## src/design/rbts_pkg.sv

```systemverilog
// Shared types and constants for the ready-bitmap thread scheduler.
`timescale 1ns / 1ps
`default_nettype none

package rbts_pkg;

  localparam int CMD_W   = 2;
  localparam int TICKS_W = 32;
  localparam int SLOT_W  = 6;
  localparam int MASK_W  = 32;

  typedef logic [CMD_W-1:0] cmd_t;

  localparam cmd_t CMD_CREATE   = 2'd0;
  localparam cmd_t CMD_DELAY    = 2'd1;
  localparam cmd_t CMD_TICK     = 2'd2;
  localparam cmd_t CMD_SCHEDULE = 2'd3;

  typedef struct packed {
    logic accept;
    logic do_create;
    logic do_delay;
    logic tick_start;
    logic tick_step;
    logic do_pick;
    logic load_out;
  } ctrl_t;

  typedef struct packed {
    cmd_t cmd;
    logic idle_run;
    logic tick_empty;
    logic tick_more;
  } stat_t;

endpackage

`default_nettype wire

```

## src/design/rbts_cmd_if.sv

```systemverilog
// Command channel: one scheduler command per transfer.
`timescale 1ns / 1ps
`default_nettype none

interface rbts_cmd_if;
  logic                       valid;
  logic                       ready;
  logic [rbts_pkg::CMD_W-1:0]   command;
  logic [rbts_pkg::TICKS_W-1:0] delay_ticks;

  modport source (output valid, output command, output delay_ticks, input ready);
  modport sink   (input valid, input command, input delay_ticks, output ready);
endinterface

`default_nettype wire

```

## src/design/rbts_res_if.sv

```systemverilog
// Result channel: one scheduler result per transfer.
`timescale 1ns / 1ps
`default_nettype none

interface rbts_res_if;
  logic                        valid;
  logic                        ready;
  logic [rbts_pkg::SLOT_W-1:0] next_slot;
  logic                        switch_request;
  logic [rbts_pkg::MASK_W-1:0] ready_mask;
  logic [rbts_pkg::SLOT_W-1:0] assigned_slot;
  logic                        error;

  modport source (output valid, output next_slot, output switch_request,
                  output ready_mask, output assigned_slot, output error, input ready);
  modport sink   (input valid, input next_slot, input switch_request,
                  input ready_mask, input assigned_slot, input error, output ready);
endinterface

`default_nettype wire

```

## src/design/rbts_ctrl.sv

```systemverilog
// Scheduler controller: sequences each command and the result handoff.
`timescale 1ns / 1ps
`default_nettype none

module rbts_ctrl (
  input  wire logic            clk,
  input  wire logic            rst,
  input  wire logic            in_valid,
  output logic                 in_ready,
  output logic                 out_valid,
  input  wire logic            out_ready,
  input  wire rbts_pkg::stat_t stat,
  output rbts_pkg::ctrl_t      ctrl
);
  import rbts_pkg::*;

  localparam logic [2:0] S_IDLE = 3'd0;
  localparam logic [2:0] S_EXEC = 3'd1;
  localparam logic [2:0] S_TICK = 3'd2;
  localparam logic [2:0] S_PICK = 3'd3;
  localparam logic [2:0] S_DONE = 3'd4;

  logic [2:0] state;
  logic [2:0] state_next;

  assign in_ready = (state == S_IDLE);

  always_comb begin
    state_next = state;
    ctrl       = '0;
    unique case (state)
      S_IDLE: begin
        if (in_valid) begin
          ctrl.accept = 1'b1;
          state_next  = S_EXEC;
        end
      end
      S_EXEC: begin
        unique case (stat.cmd)
          CMD_CREATE: begin
            ctrl.do_create = 1'b1;
            state_next     = S_DONE;
          end
          CMD_DELAY: begin
            ctrl.do_delay = 1'b1;
            state_next    = stat.idle_run ? S_DONE : S_PICK;
          end
          CMD_TICK: begin
            if (stat.tick_empty) begin
              state_next = S_DONE;
            end else begin
              ctrl.tick_start = 1'b1;
              state_next      = S_TICK;
            end
          end
          CMD_SCHEDULE: begin
            state_next = S_PICK;
          end
          default: state_next = S_DONE;
        endcase
      end
      S_TICK: begin
        ctrl.tick_step = 1'b1;
        if (!stat.tick_more) state_next = S_DONE;
      end
      S_PICK: begin
        ctrl.do_pick = 1'b1;
        state_next   = S_DONE;
      end
      S_DONE: begin
        if (!out_valid || out_ready) begin
          ctrl.load_out = 1'b1;
          state_next    = S_IDLE;
        end
      end
      default: state_next = S_IDLE;
    endcase
  end

  always_ff @(posedge clk) begin
    if (rst) begin
      state     <= S_IDLE;
      out_valid <= 1'b0;
    end else begin
      state <= state_next;
      if (ctrl.load_out) begin
        out_valid <= 1'b1;
      end else if (out_ready) begin
        out_valid <= 1'b0;
      end
    end
  end

endmodule

`default_nettype wire

```

## src/design/rbts_dp.sv

```systemverilog
// Scheduler datapath: ready bitmap, slot state, timeout memory and result register.
`timescale 1ns / 1ps
`default_nettype none

module rbts_dp #(
  parameter int THREAD_CAP = 32
) (
  input  wire logic                          clk,
  input  wire logic                          rst,
  input  wire rbts_pkg::ctrl_t               ctrl,
  output rbts_pkg::stat_t                    stat,
  input  wire logic [rbts_pkg::CMD_W-1:0]    command,
  input  wire logic [rbts_pkg::TICKS_W-1:0]  delay_ticks,
  output logic [rbts_pkg::SLOT_W-1:0]        next_slot,
  output logic                               switch_request,
  output logic [rbts_pkg::MASK_W-1:0]        ready_mask,
  output logic [rbts_pkg::SLOT_W-1:0]        assigned_slot,
  output logic                               error
);
  import rbts_pkg::*;

  localparam int CNT_W = $clog2(THREAD_CAP + 2);
  localparam int IDX_W = (THREAD_CAP > 1) ? $clog2(THREAD_CAP) : 1;

  logic [THREAD_CAP-1:0]  ready_bits;
  logic [CNT_W-1:0]       slot_count;
  logic [CNT_W-1:0]       running_slot;
  logic [CNT_W-1:0]       before_slot;
  cmd_t                   cmd;
  logic [TICKS_W-1:0]     ticks;
  logic [CNT_W-1:0]       assigned;
  logic                   err;

  logic [TICKS_W-1:0]     timeouts [THREAD_CAP];
  logic [THREAD_CAP-1:0]  tvalid;
  logic [TICKS_W-1:0]     rd_data;
  logic                   rd_valid;
  logic [IDX_W-1:0]       proc_idx;

  logic [CNT_W-1:0]       walk;
  logic [CNT_W-1:0]       entry_cnt;
  logic                   rd_en;
  logic [IDX_W-1:0]       rd_addr;
  logic                   wr_en;
  logic [IDX_W-1:0]       wr_addr;
  logic [TICKS_W-1:0]     wr_data;
  logic [TICKS_W-1:0]     cur_val;
  logic [TICKS_W-1:0]     dec_val;
  logic [IDX_W-1:0]       run_idx;
  logic [IDX_W-1:0]       new_idx;
  logic [CNT_W-1:0]       run_m1;
  logic [CNT_W-1:0]       cnt_m1;

  logic [THREAD_CAP-1:0]  lowest;
  logic [CNT_W-1:0]       pick_slot;

  assign entry_cnt = (slot_count == '0) ? '0 : slot_count - CNT_W'(1);
  assign run_m1    = running_slot - CNT_W'(1);
  assign cnt_m1    = slot_count - CNT_W'(1);
  assign run_idx   = run_m1[IDX_W-1:0];
  assign new_idx   = cnt_m1[IDX_W-1:0];
  assign rd_addr   = walk[IDX_W-1:0];

  assign stat.cmd        = cmd;
  assign stat.idle_run   = (running_slot == '0);
  assign stat.tick_empty = (entry_cnt == '0);
  assign stat.tick_more  = (walk < entry_cnt);

  assign rd_en   = ctrl.tick_start | (ctrl.tick_step & stat.tick_more);
  assign cur_val = rd_valid ? rd_data : '0;
  assign dec_val = (cur_val != '0) ? cur_val - TICKS_W'(1) : '0;

  always_comb begin
    wr_en   = 1'b0;
    wr_addr = proc_idx;
    wr_data = dec_val;
    if (ctrl.do_delay && running_slot != '0) begin
      wr_en   = 1'b1;
      wr_addr = run_idx;
      wr_data = ticks;
    end else if (ctrl.tick_step) begin
      wr_en = 1'b1;
    end
  end

  always_comb begin
    lowest    = ready_bits & (~ready_bits + THREAD_CAP'(1));
    pick_slot = '0;
    for (int k = 0; k < THREAD_CAP; k++) begin
      if (lowest[k]) pick_slot = pick_slot | CNT_W'(k + 1);
    end
  end

  always_ff @(posedge clk) begin
    if (wr_en) timeouts[wr_addr] <= wr_data;
    if (rd_en) begin
      rd_data  <= timeouts[rd_addr];
      proc_idx <= rd_addr;
    end
  end

  always_ff @(posedge clk) begin
    if (rst) begin
      tvalid   <= '0;
      rd_valid <= 1'b0;
    end else begin
      if (wr_en) tvalid[wr_addr] <= 1'b1;
      if (rd_en) rd_valid <= tvalid[rd_addr];
    end
  end

  always_ff @(posedge clk) begin
    if (rst) begin
      ready_bits   <= '0;
      slot_count   <= '0;
      running_slot <= '0;
    end else begin
      if (ctrl.do_create && slot_count <= CNT_W'(THREAD_CAP)) begin
        if (slot_count != '0) ready_bits[new_idx] <= 1'b1;
        slot_count <= slot_count + CNT_W'(1);
      end
      if (ctrl.do_delay && running_slot != '0) ready_bits[run_idx] <= 1'b0;
      if (ctrl.tick_step && dec_val == '0) ready_bits[proc_idx] <= 1'b1;
      if (ctrl.do_pick) running_slot <= pick_slot;
    end
  end

  always_ff @(posedge clk) begin
    if (ctrl.accept) begin
      cmd         <= command;
      ticks       <= delay_ticks;
      before_slot <= running_slot;
      assigned    <= '0;
      err         <= 1'b0;
      walk        <= '0;
    end
    if (ctrl.do_create) begin
      if (slot_count > CNT_W'(THREAD_CAP)) begin
        err <= 1'b1;
      end else begin
        assigned <= slot_count;
      end
    end
    if (ctrl.do_delay && running_slot == '0) err <= 1'b1;
    if (rd_en) walk <= walk + CNT_W'(1);
    if (ctrl.load_out) begin
      next_slot      <= SLOT_W'(running_slot);
      switch_request <= (running_slot != before_slot);
      ready_mask     <= MASK_W'(ready_bits);
      assigned_slot  <= SLOT_W'(assigned);
      error          <= err;
    end
  end

endmodule

`default_nettype wire

```

## src/design/ready_bitmap_thread_scheduler_unit.sv

```systemverilog
// Top level of the ready-bitmap thread scheduler.
`timescale 1ns / 1ps
`default_nettype none

// Thread scheduler with a ready bitmap and per-slot tick timeouts. Slot 0 is
// the idle thread; slots 1..THREAD_CAP are created in order. Each command
// yields one result on the result channel. Create and a delay from idle go
// straight from execution to the result register, delay and schedule pass
// the pick state first, and a tick walks the timeout memory, one entry per
// cycle through its single read port, over every created slot but slot 0.
// The controller then returns to idle to accept the next command.
// The next command transfers as soon as a result sits in the output register.
// No clearing pass is needed after reset.
module ready_bitmap_thread_scheduler_unit #(
  parameter int THREAD_CAP = 32
) (
  input wire logic   clk,
  input wire logic   rst,
  rbts_cmd_if.sink   cmd,
  rbts_res_if.source res
);
  import rbts_pkg::*;

  ctrl_t ctrl;
  stat_t stat;

  rbts_ctrl u_ctrl (
    .clk       (clk),
    .rst       (rst),
    .in_valid  (cmd.valid),
    .in_ready  (cmd.ready),
    .out_valid (res.valid),
    .out_ready (res.ready),
    .stat      (stat),
    .ctrl      (ctrl)
  );

  rbts_dp #(
    .THREAD_CAP (THREAD_CAP)
  ) u_dp (
    .clk            (clk),
    .rst            (rst),
    .ctrl           (ctrl),
    .stat           (stat),
    .command        (cmd.command),
    .delay_ticks    (cmd.delay_ticks),
    .next_slot      (res.next_slot),
    .switch_request (res.switch_request),
    .ready_mask     (res.ready_mask),
    .assigned_slot  (res.assigned_slot),
    .error          (res.error)
  );

endmodule

`default_nettype wire

```

## src/flat_wrapper.sv

```systemverilog
// flat-port wrapper written by rule: the top's interface ports become plain ports
module ready_bitmap_thread_scheduler_unit_flat import rbts_pkg::*;
#(
  parameter int THREAD_CAP = 32
)
  (clk, rst, cmd_valid, cmd_command, cmd_delay_ticks, cmd_ready, res_valid, res_next_slot, res_switch_request, res_ready_mask, res_assigned_slot, res_error, res_ready);
  rbts_cmd_if cmd_i ();
  rbts_res_if res_i ();
  input wire logic clk;
  input wire logic rst;
  input wire logic [$bits(cmd_i.valid)-1:0] cmd_valid;
  input wire logic [$bits(cmd_i.command)-1:0] cmd_command;
  input wire logic [$bits(cmd_i.delay_ticks)-1:0] cmd_delay_ticks;
  output wire logic [$bits(cmd_i.ready)-1:0] cmd_ready;
  output wire logic [$bits(res_i.valid)-1:0] res_valid;
  output wire logic [$bits(res_i.next_slot)-1:0] res_next_slot;
  output wire logic [$bits(res_i.switch_request)-1:0] res_switch_request;
  output wire logic [$bits(res_i.ready_mask)-1:0] res_ready_mask;
  output wire logic [$bits(res_i.assigned_slot)-1:0] res_assigned_slot;
  output wire logic [$bits(res_i.error)-1:0] res_error;
  input wire logic [$bits(res_i.ready)-1:0] res_ready;
  assign cmd_i.valid = cmd_valid;
  assign cmd_i.command = cmd_command;
  assign cmd_i.delay_ticks = cmd_delay_ticks;
  assign cmd_ready = cmd_i.ready;
  assign res_valid = res_i.valid;
  assign res_next_slot = res_i.next_slot;
  assign res_switch_request = res_i.switch_request;
  assign res_ready_mask = res_i.ready_mask;
  assign res_assigned_slot = res_i.assigned_slot;
  assign res_error = res_i.error;
  assign res_i.ready = res_ready;
  ready_bitmap_thread_scheduler_unit #(.THREAD_CAP(THREAD_CAP)) u_core (.clk(clk), .rst(rst), .cmd(cmd_i), .res(res_i));
endmodule
```

## config.mk

```make
export PLATFORM = sky130hd
export DESIGN_NAME = ready_bitmap_thread_scheduler_unit_flat
export DESIGN_NICKNAME = d
export VERILOG_FILES = /design/src/design/rbts_pkg.sv /design/src/design/rbts_cmd_if.sv /design/src/design/rbts_res_if.sv /design/src/design/rbts_ctrl.sv /design/src/design/rbts_dp.sv /design/src/design/ready_bitmap_thread_scheduler_unit.sv /design/src/flat_wrapper.sv
export SDC_FILE = /design/constraint.sdc
export NUM_CORES = 2
export LEC_CHECK = 0
export BUFFER_PORTS_ARGS = -buffer_cell sky130_fd_sc_hd__buf_2
export CAP_MARGIN = 20
export CORE_ASPECT_RATIO = 0.8
export CORE_MARGIN = 1
export CORE_UTILIZATION = 50
export DETAILED_ROUTE_END_ITERATION = 16
export GPL_ROUTABILITY_DRIVEN = 1
export GPL_TIMING_DRIVEN = 0
export PLACE_DENSITY_LB_ADDON = 0.3
export SLEW_MARGIN = 20
export SYNTH_ARGS = -nofsm -noshare
export SYNTH_HDL_FRONTEND = slang
export SYNTH_SLANG_ARGS = --single-unit
```

## constraint.sdc

```tcl
create_clock -name clk -period 6.4 [get_ports clk]
set_input_delay 0.64 -clock clk [delete_from_list [all_inputs] [get_ports clk]]
set_output_delay 0.64 -clock clk [all_outputs]
set_load 0.01 [all_outputs]
```

==> metrics.log <==
[metrics] Ant. Diodes: 0
[metrics] multiplexer share of the synthesized area: 0.159
[metrics] switching fraction of total power: 0.241
[metrics] row cnt: 102
[metrics] wire length of the first global-routing pass: 191000 um
[metrics] clock latency on the worst-skew pair: 740 ps
[metrics] Boundary Pins: 86
[metrics] total number of nets in the final design: 2863
[metrics] number of enable-type register cells in the synthesized netlist: 1153
[metrics] CP Class: reg2reg
[metrics] sequential power share: 0.497
[metrics] Netlist Area Pre-Place: 0.0493 mm2
[metrics] Critical Path Start Type: flop
[metrics] data required time at the worst endpoint: 7030 ps
[metrics] minimum clock period: 5330 ps
[metrics] routed vias/inst: 6.46
[metrics] vias in the first global route: 26900
[metrics] Num CTS Buffers: 117
[metrics] final setup violation count: 0
[metrics] TritonCTS clock tree: done
[metrics] level count of the clock H-tree: 3
[metrics] Initial Utilization: 0.507
[metrics] number of detailed-routing iterations run before antenna repair: 6
[metrics] clock sinks: 1241
[metrics] post-synthesis sequential area ratio: 0.737
[metrics] clk root buf: clkbuf_16
[metrics] vias after detailed routing: 27200
[metrics] PnR Total Power: 0.0186 W
[metrics] GR Overflow Total: 0
[metrics] share of synthesized registers carrying an async set or reset: 0
[metrics] area fraction of the dominant cell type after synthesis: 0.702
[metrics] number of nets produced by synthesis: 2584
[metrics] Chip Width: 353 um
[metrics] adder-cell area share of the yosys netlist: 0.00431
[metrics] Die Area: 0.0999 mm2
[metrics] Final Hold Slack: 78.8 ps
[metrics] maximum number of pins on one net before global-route repair: 40
[metrics] hold buffer count at CTS: 0
[metrics] worst-case clock skew: 33.0 ps
[metrics] DR DRC count: 0
[metrics] transition time at the pin with the least slew margin: 1260 ps
[metrics] weighted congestion at the end of routability-driven global placement: 0.928
[metrics] total routing resource utilization after global routing: 0.266
[metrics] CTS Buffer Depth: 3
[metrics] Total Wirelength: 132000 um
[metrics] number of DRC markers in iteration 0: 3845
[metrics] power density normalized to cell area: 326 mW/mm2
[metrics] most instantiated flip-flop cell in the synthesis netlist: edfxtp_1
[metrics] setup bufs post-CTS: 0
[metrics] leakage power of the design: 18.2 nW
[metrics] worst ir drop on vdd: 253 uV
[metrics] number of register bits inferred by synthesis: 1241
[metrics] main area contributors after synthesis: edfxtp_1 (70%), mux4_2 (15%), dfxtp_1 (3.6%)
[metrics] post-synthesis share of cell area spent on and, or, nand and nor gates: 0.0407
[metrics] data arrival time of the worst path: 5950 ps
[metrics] compound-cell area share of the yosys netlist: 0.0395
[metrics] clock edge transition at the registers on the reported setup and hold paths: 60 ps
[metrics] Detailed Place HPWL: 89900 um
[metrics] PortBufs: 85
[metrics] Final ANT Viol Nets: 0
[metrics] fraction of power consumed by the clock network: 0.377
[metrics] initial antenna violation count: 0
[metrics] result of the run: finished, final reports clean
[metrics] setup repair after global routing missed its margin: false
[metrics] Unique masters post-synth: 65
[metrics] final hold violation count: 0
[metrics] synthesis warning total: 0
[metrics] Synth area leader: edfxtp_1
[metrics] final count of pins violating max slew: 0
[metrics] dominant combinational cell family by area after synthesis: multiplexers
[metrics] xor and xnor area share after synthesis: 0.00675
[metrics] Synth Area per Inst: 19.5 um2
[metrics] maximum fanout along the worst path: 10
[metrics] MaxCap Viol Count: 0
[metrics] Mapped Cells: 2529
[metrics] fraction of final layout cells with drive strength greater than 1: 0.279
[metrics] nature of the critical path endpoint: flop
[metrics] class of the most critical hold timing path: in2reg
[metrics] floorplan die height: 283 um
[metrics] synthesis-to-finish area growth: 15.8%
[metrics] maximum clock frequency: 188 MHz
[metrics] core outline area: 0.0972 mm2
[metrics] max_slew headroom: 0.158
[metrics] routed length per instance: 31.5 um
[metrics] number of cells upsized or downsized after cts: 0
[metrics] Comb power frac: 0.125
[metrics] switching power summed over all nets: 0.00449 W
[metrics] Final period util: 0.832
[metrics] Internal Power: 0.0141 W
==> power by group through the flow <==
stage	clock, W	sequential, W	combinational [W]
2_1_floorplan	0	0.00941	0.00143
3_3_place_gp	0	0.00946	0.00216
3_5_place_dp	0	0.00943	0.00231
4_1_cts	0.00710	0.00926	0.00233
5_1_grt	0.00739	0.00926	0.00245
6_report	0.00703	0.00926	0.00233
==> critical path, stage by stage, from the launching register on <==
cell and delay [ps]:
dfxtp_1 480, clkbuf_1 380, clkbuf_1 440, buf_1 550, nand2_1 180, ha_1 290
clkbuf_1 270, and2_1 280, nand4_1 130, mux2i_1 470, nand4_1 140, nor4_1 380
a31oi_1 530, buf_6 340, o41ai_2 330
==> layer usage <==
metal | wire length [um] | vias to the layer above | share of wire | GRT usage
met4 | 3490 | 0 | 0.026 | 0.0723
met1 | 55500 | 14300 | 0.42 | 0.400
met5 | 0 | - | 0 | 0
li1 | - | 11000 | - | -
met2 | 60100 | 1557 | 0.45 | 0.398
met3 | 13200 | 225 | 0.10 | 0.0573
==> cell usage after synthesis (all sizes together), types with 12 or more instances <==
cell type  number
nand2         100
clkbuf        102
nor2          159
o31ai          31
nor3           40
nand4          16
dfxtp          88
o21ai          39
nand3          24
xor2           19
mux2           32
mux4          330
a311o          32
o41ai          12
nor4           19
buf            41
inv            20
a21oi          90
ha             17
xnor2          19
edfxtp       1153
==> worst paths after layout <==
check	slack [ps]	startpoint	end	depth (start not counted)
worst max-delay path	1080	u_core.u_dp.rd_valid$_SDFFE_PP0P_	u_core.u_dp.ready_bits[22]$_SDFF_PP0_	14
worst min-delay path	80	cmd_delay_ticks[9]	u_core.u_dp.ticks[9]$_DFFE_PP_	1
worst max register to register	1080	u_core.u_dp.rd_valid$_SDFFE_PP0P_	u_core.u_dp.ready_bits[22]$_SDFF_PP0_	14
worst min register to register	430	u_core.u_dp.assigned[3]$_DFF_P_	u_core.u_dp.assigned_slot[3]$_DFFE_PP_	0
==> area by class of cell <==
class	count	area, um2
plain buffers	143	593
well taps	1300	1630
flip-flops and latches	1241	36400
repair buffers	160	1820
multi-input cells	1125	12700
clock buffers	147	3120
inverters	20	77.6
fillers	7000	40100
clock inverters	69	748
==> logic make-up after synthesis <==
kind of cell | after synthesis
flops | 1241
buf+inv | 163
simple gates | 426
compound gates | 279
mux | 365
xor+xnor | 38
fa+ha+maj | 17
==> registers in the layout, indices dropped and copies added (netlist names), 5 cells and up <==
register	count
u_core.u_dp.timeouts	1024
u_core.u_dp.rd_data	32
u_core.u_dp.ready_bits	32
u_core.u_dp.ready_mask	32
u_core.u_dp.ticks	32
u_core.u_dp.tvalid	32
u_core.u_dp.assigned	6
u_core.u_dp.assigned_slot	6
u_core.u_dp.before_slot	6
u_core.u_dp.next_slot	6
u_core.u_dp.running_slot	6
u_core.u_dp.slot_count	6
u_core.u_dp.walk	6
u_core.u_dp.proc_idx	5
==> placed cells by master (no fill, tap or decap), types with 16 or more instances in the layout <==
master and instances:
inv_1 18, edfxtp_1 1153, a311o_1 32, buf_2 99, mux4_2 330, nand3_1 24, dfxtp_1 88, nor2_4 32
o21ai_0 22, a21oi_1 88, clkbuf_1 117, clkbuf_2 19, clkinv_1 26, xnor2_1 19, ha_1 17, clkbuf_16 120
xor2_1 19, nand4_1 16, buf_1 16, mux2_2 32, o31ai_1 24, nor4_1 16, nor2_1 126, nor3_1 40
nand2_1 100, buf_12 40, buf_6 20
==> stage by stage <==
stage | setup slack (ps) | instances | setup TNS (ps) | util | cell area, um2
2_1_floorplan | 2300 | 2529 | 0 | - | 49300
3_3_place_gp | -761 | 3914 | -451350 | 0.528 | 51400
3_5_place_dp | 1320 | 3987 | 0 | 0.547 | 53200
4_1_cts | 1300 | 4203 | 0 | 0.587 | 57100
5_1_grt | 890 | 4205 | 0 | 0.587 | 57100
6_report | 1080 | 4205 | 0 | 0.587 | 57100
(Power assumes the default switching activity.)
